[src/rtl/kwmh_ram.sv]
// Generic single-write, single-read RAM with registered read data.
// No dependencies.
module kwmh_ram #(
  parameter int unsigned WIDTH = 68,
  parameter int unsigned DEPTH = 16
) (
  input  logic                     clk_i,
  input  logic                     we_i,
  input  logic [$clog2(DEPTH)-1:0] waddr_i,
  input  logic [WIDTH-1:0]         wdata_i,
  input  logic [$clog2(DEPTH)-1:0] raddr_i,
  output logic [WIDTH-1:0]         rdata_o
);

  logic [WIDTH-1:0] mem_q [DEPTH];
  logic [WIDTH-1:0] rdata_q;

  always_ff @(posedge clk_i) begin
    if (we_i) begin
      mem_q[waddr_i] <= wdata_i;
    end
    rdata_q <= mem_q[raddr_i];
  end

  assign rdata_o = rdata_q;

endmodule

[config.mk]
export PLATFORM = sky130hd
export DESIGN_NAME = kwmh_ram
export DESIGN_NICKNAME = d
export VERILOG_FILES = /design/src/rtl/kwmh_ram.sv
export SDC_FILE = /design/constraint.sdc
export NUM_CORES = 1
export LEC_CHECK = 0
export ABC_AREA = 1
export BUFFER_PORTS_ARGS = -buffer_cell sky130_fd_sc_hd__buf_4
export CAP_MARGIN = 20
export CELL_PAD_IN_SITES_DETAIL_PLACEMENT = 1
export CELL_PAD_IN_SITES_GLOBAL_PLACEMENT = 1
export CORE_UTILIZATION = 40
export CTS_CLUSTER_SIZE = 10
export DETAILED_ROUTE_END_ITERATION = 12
export GPL_ROUTABILITY_DRIVEN = 0
export GPL_TIMING_DRIVEN = 1
export HOLD_SLACK_MARGIN = 0.12
export PLACE_DENSITY = 0.64
export SLEW_MARGIN = 30
export SYNTH_ARGS = -nofsm -noshare
export SYNTH_HDL_FRONTEND = slang
export SYNTH_SLANG_ARGS = --single-unit
[constraint.sdc]
create_clock -name clk_i -period 6.1 [get_ports clk_i]
set_clock_uncertainty 0.05 [all_clocks]
set_input_delay 0.915 -clock clk_i [delete_from_list [all_inputs] [get_ports clk_i]]
set_output_delay 0.915 -clock clk_i [all_outputs]
set_load 0.005 [all_outputs]
==> impl_metrics.py <==
metrics = {
    "die": {
        "num_rows": 126,
        "pin_count": 146,
        "die_area_um2": 121000,
        "start_util_pct": 40.5,
        "dieHeight_um": 348,
        "die_w_um": 348,
        "core_area_um2": 118000,
    },
    "yosys": {
        "synth_area_leaders": "edfxtp_1 68%, nand2_1 11%, nand3_1 8.5%, inv_1 6.4%, dfxtp_1 2.8%",
        "yosysWarnings": 0,
        "yosysTopAreaCell": "edfxtp_1",
        "postSynthAreaPerCell_um2": 10.7,
        "synth_common_cells": "1433 x nand2_1, 1088 x edfxtp_1, 819 x inv_1",
        "async_flop_share_pct": 0,
        "synth_top_area_share_pct": 68.3,
        "synth-edff-count": 1088,
        "yosysSeqAreaShare_pct": 71.1,
        "syn_area_um2": 47800,
        "yosysMostFrequentCell": "nand2_1",
        "synthFlopType": "edfxtp_1",
        "ys_types": 14,
        "syn_nets": 4550,
        "synth-seq-cells": 1156,
        "syn_inst": 4472,
    },
    "clock_tree": {
        "htree_levels": 4,
        "post_cts_resized": 0,
        "post_cts_buffers": 0,
        "tritoncts": "done",
        "cts_made_buffers": 137,
        "max-clock-path-buffers": 3,
        "cts.sinks": 1156,
        "clk_latency_ns": 0.74,
        "hold_buffers": 0,
        "clk_pin_slew_ns": 0.05,
        "cts_root_buffer": "clkbuf_16",
    },
    "drt": {
        "wl_per_cell_um": 21.2,
        "num_vias": 31500,
        "drt_iter0_drc": 2339,
        "drcViolationCount": 0,
        "routed_via_density": 5.05,
        "firstDrtPassIters": 5,
        "postRouteAntennaNets": 0,
        "drt-total-wl_mm": 132,
    },
    "timing": {
        "rsz0062_at_grt": "no",
        "hold_violations": 0,
        "setup_viol": 0,
        "fmax_ghz": 0.337,
        "tightestPinTransition_ns": 1.02,
        "period_share_pct": 48.7,
        "finalWorstSetupSlack_ns": 3.13,
        "min_period_ns": 2.97,
        "relSlewSlack_pct": 31.7,
        "maxSlewViolCount": 0,
        "tns_ns": 0,
    },
    "critical_path": {
        "crit_path_start_kind": "primary input",
        "worstSetupStartpoint": "raddr_i[0]",
        "worstSetupEndpointType": "register",
        "cp.arrival_ns": 3.53,
        "cp.required_ns": 6.65,
        "rr_startpoint": "mem_q[8][21]$_DFFE_PP_",
        "worstSetupPathType": "primary input to register",
        "cp_max_fo": 160,
    },
    "worst_hold_path": {
        "hp-start": "wdata_i[14]",
        "holdCritPathClass": "primary input to register",
    },
    "global_route": {
        "antenna_found_initial": 6,
        "grt_pass1_vias": 32800,
        "grt_max_degree": 241,
        "grt-ovfl-total": 0,
        "grt_use_total_pct": 22.0,
        "grt_pass1_wl_mm": 200,
    },
    "cells_and_area": {
        "final_area_um2": 54500,
        "area_delta_synth_final_pct": 14.0,
        "drive_above_1_share_pct": 7.91,
        "nets": 4657,
        "fin_util_pct": 46.1,
        "layout.cells.non_filler": 6226,
    },
    "flow_run": {
        "drv_cap": 0,
    },
    "placed_design": {
        "port_buffers": 145,
        "post-dp-hpwl_mm": 64.0,
        "placed_cells": 5974,
        "place_area_um2": 50400,
        "place_ws_ns": 2.64,
    },
    "pwr": {
        "power_density_nw_per_um2": 322,
        "cellLeakagePower_nw": 23.0,
        "ir_drop_uv": 282,
    },
    "outcome": {
        "status": "complete, no violations",
    },
}
[per-layer routing]
| metal | track usage (%) | routed length [µm] |
|---|---|---|
| met1 | 29.6 | 60500 |
| met2 | 36.8 | 63700 |
| met3 | 3.38 | 5490 |
| met4 | 6.21 | 2490 |
| met5 | 0 | 49 |
[cell families after synthesis]
family | after synthesis | share of synthesized area, %
buf+inv | 1047 | 8.89
simple gates | 2269 | 20.0
flops | 1156 | 71.1
[power by group]
group	total, mW	internal [mW]	switching [mW]
logic	1.05	0.312	0.734
clock network	7.58	4.45	3.13
registers	8.95	8.88	0.0705
total	17.6	13.6	3.93
[state kept, by name, indices dropped and copies added, names as in the netlist]
register / cells
rdata_o: 68
mem_q: 1088
[layout by cell type (no fill, tap or decap)]
cell type | Yosys | final
buf_12 | 0 | 15
buf_16 | 0 | 1
buf_4 | 19 | 172
buf_6 | 16 | 3
buf_8 | 0 | 2
clkbuf_1 | 54 | 89
clkbuf_16 | 0 | 146
clkbuf_8 | 0 | 2
clkinv_1 | 0 | 1
clkinv_2 | 0 | 4
clkinv_8 | 0 | 2
dfxtp_1 | 68 | 68
diode_2 | 0 | 2
edfxtp_1 | 1088 | 1088
inv_1 | 819 | 818
inv_16 | 0 | 2
inv_4 | 1 | 1
inv_6 | 0 | 5
nand2_1 | 1433 | 1433
nand3_1 | 817 | 817
nand3b_1 | 2 | 2
nor2_1 | 17 | 1
nor2_4 | 0 | 16
[layout make-up]
| type | instances | area (µm²) |
|---|---|---|
| Antenna cell | 2 | 5.00 |
| Clock buffer | 237 | 4020 |
| Clock inverter | 11 | 95.1 |
| Fill cell | 12700 | 63700 |
| Inverter | 822 | 3120 |
| Multi-Input combinational cell | 2269 | 9670 |
| Sequential cell | 1156 | 34000 |
| Tap cell | 1536 | 1920 |
| Timing Repair Buffer | 193 | 1680 |
[stage by stage]
stage          total power [mW]  hold WS (ns)
2_1_floorplan              9.68         0.557
3_3_place_gp               10.1         0.583
3_5_place_dp               10.2         0.593
4_1_cts                    17.8         0.373
5_1_grt                    18.2         0.405
6_report                   17.6         0.429
[worst max-delay path: stages]
cell and delay [ns]:
buf_8 0.59, inv_16 0.24, buf_16 0.34, buf_12 0.44
nand2_1 0.16, nand2_1 0.06, nand2_1 0.05, nand3_1 0.08
nand3_1 0.10, nand2_1 0.08
[final timing paths]
| kind | to | slack [ns] | depth (start not counted) |
|---|---|---|---|
| worst max-delay path | rdata_o[4]$_DFF_P_ | 3.13 | 10 |
| worst min-delay path | mem_q[13][14]$_DFFE_PP_ | 0.43 | 1 |
| worst max register to register | rdata_o[21]$_DFF_P_ | 4.81 | 6 |
| worst min register to register | rdata_o[23]$_DFF_P_ | 0.60 | 6 |
No activity file was read; power rests on OpenSTA's default activity.
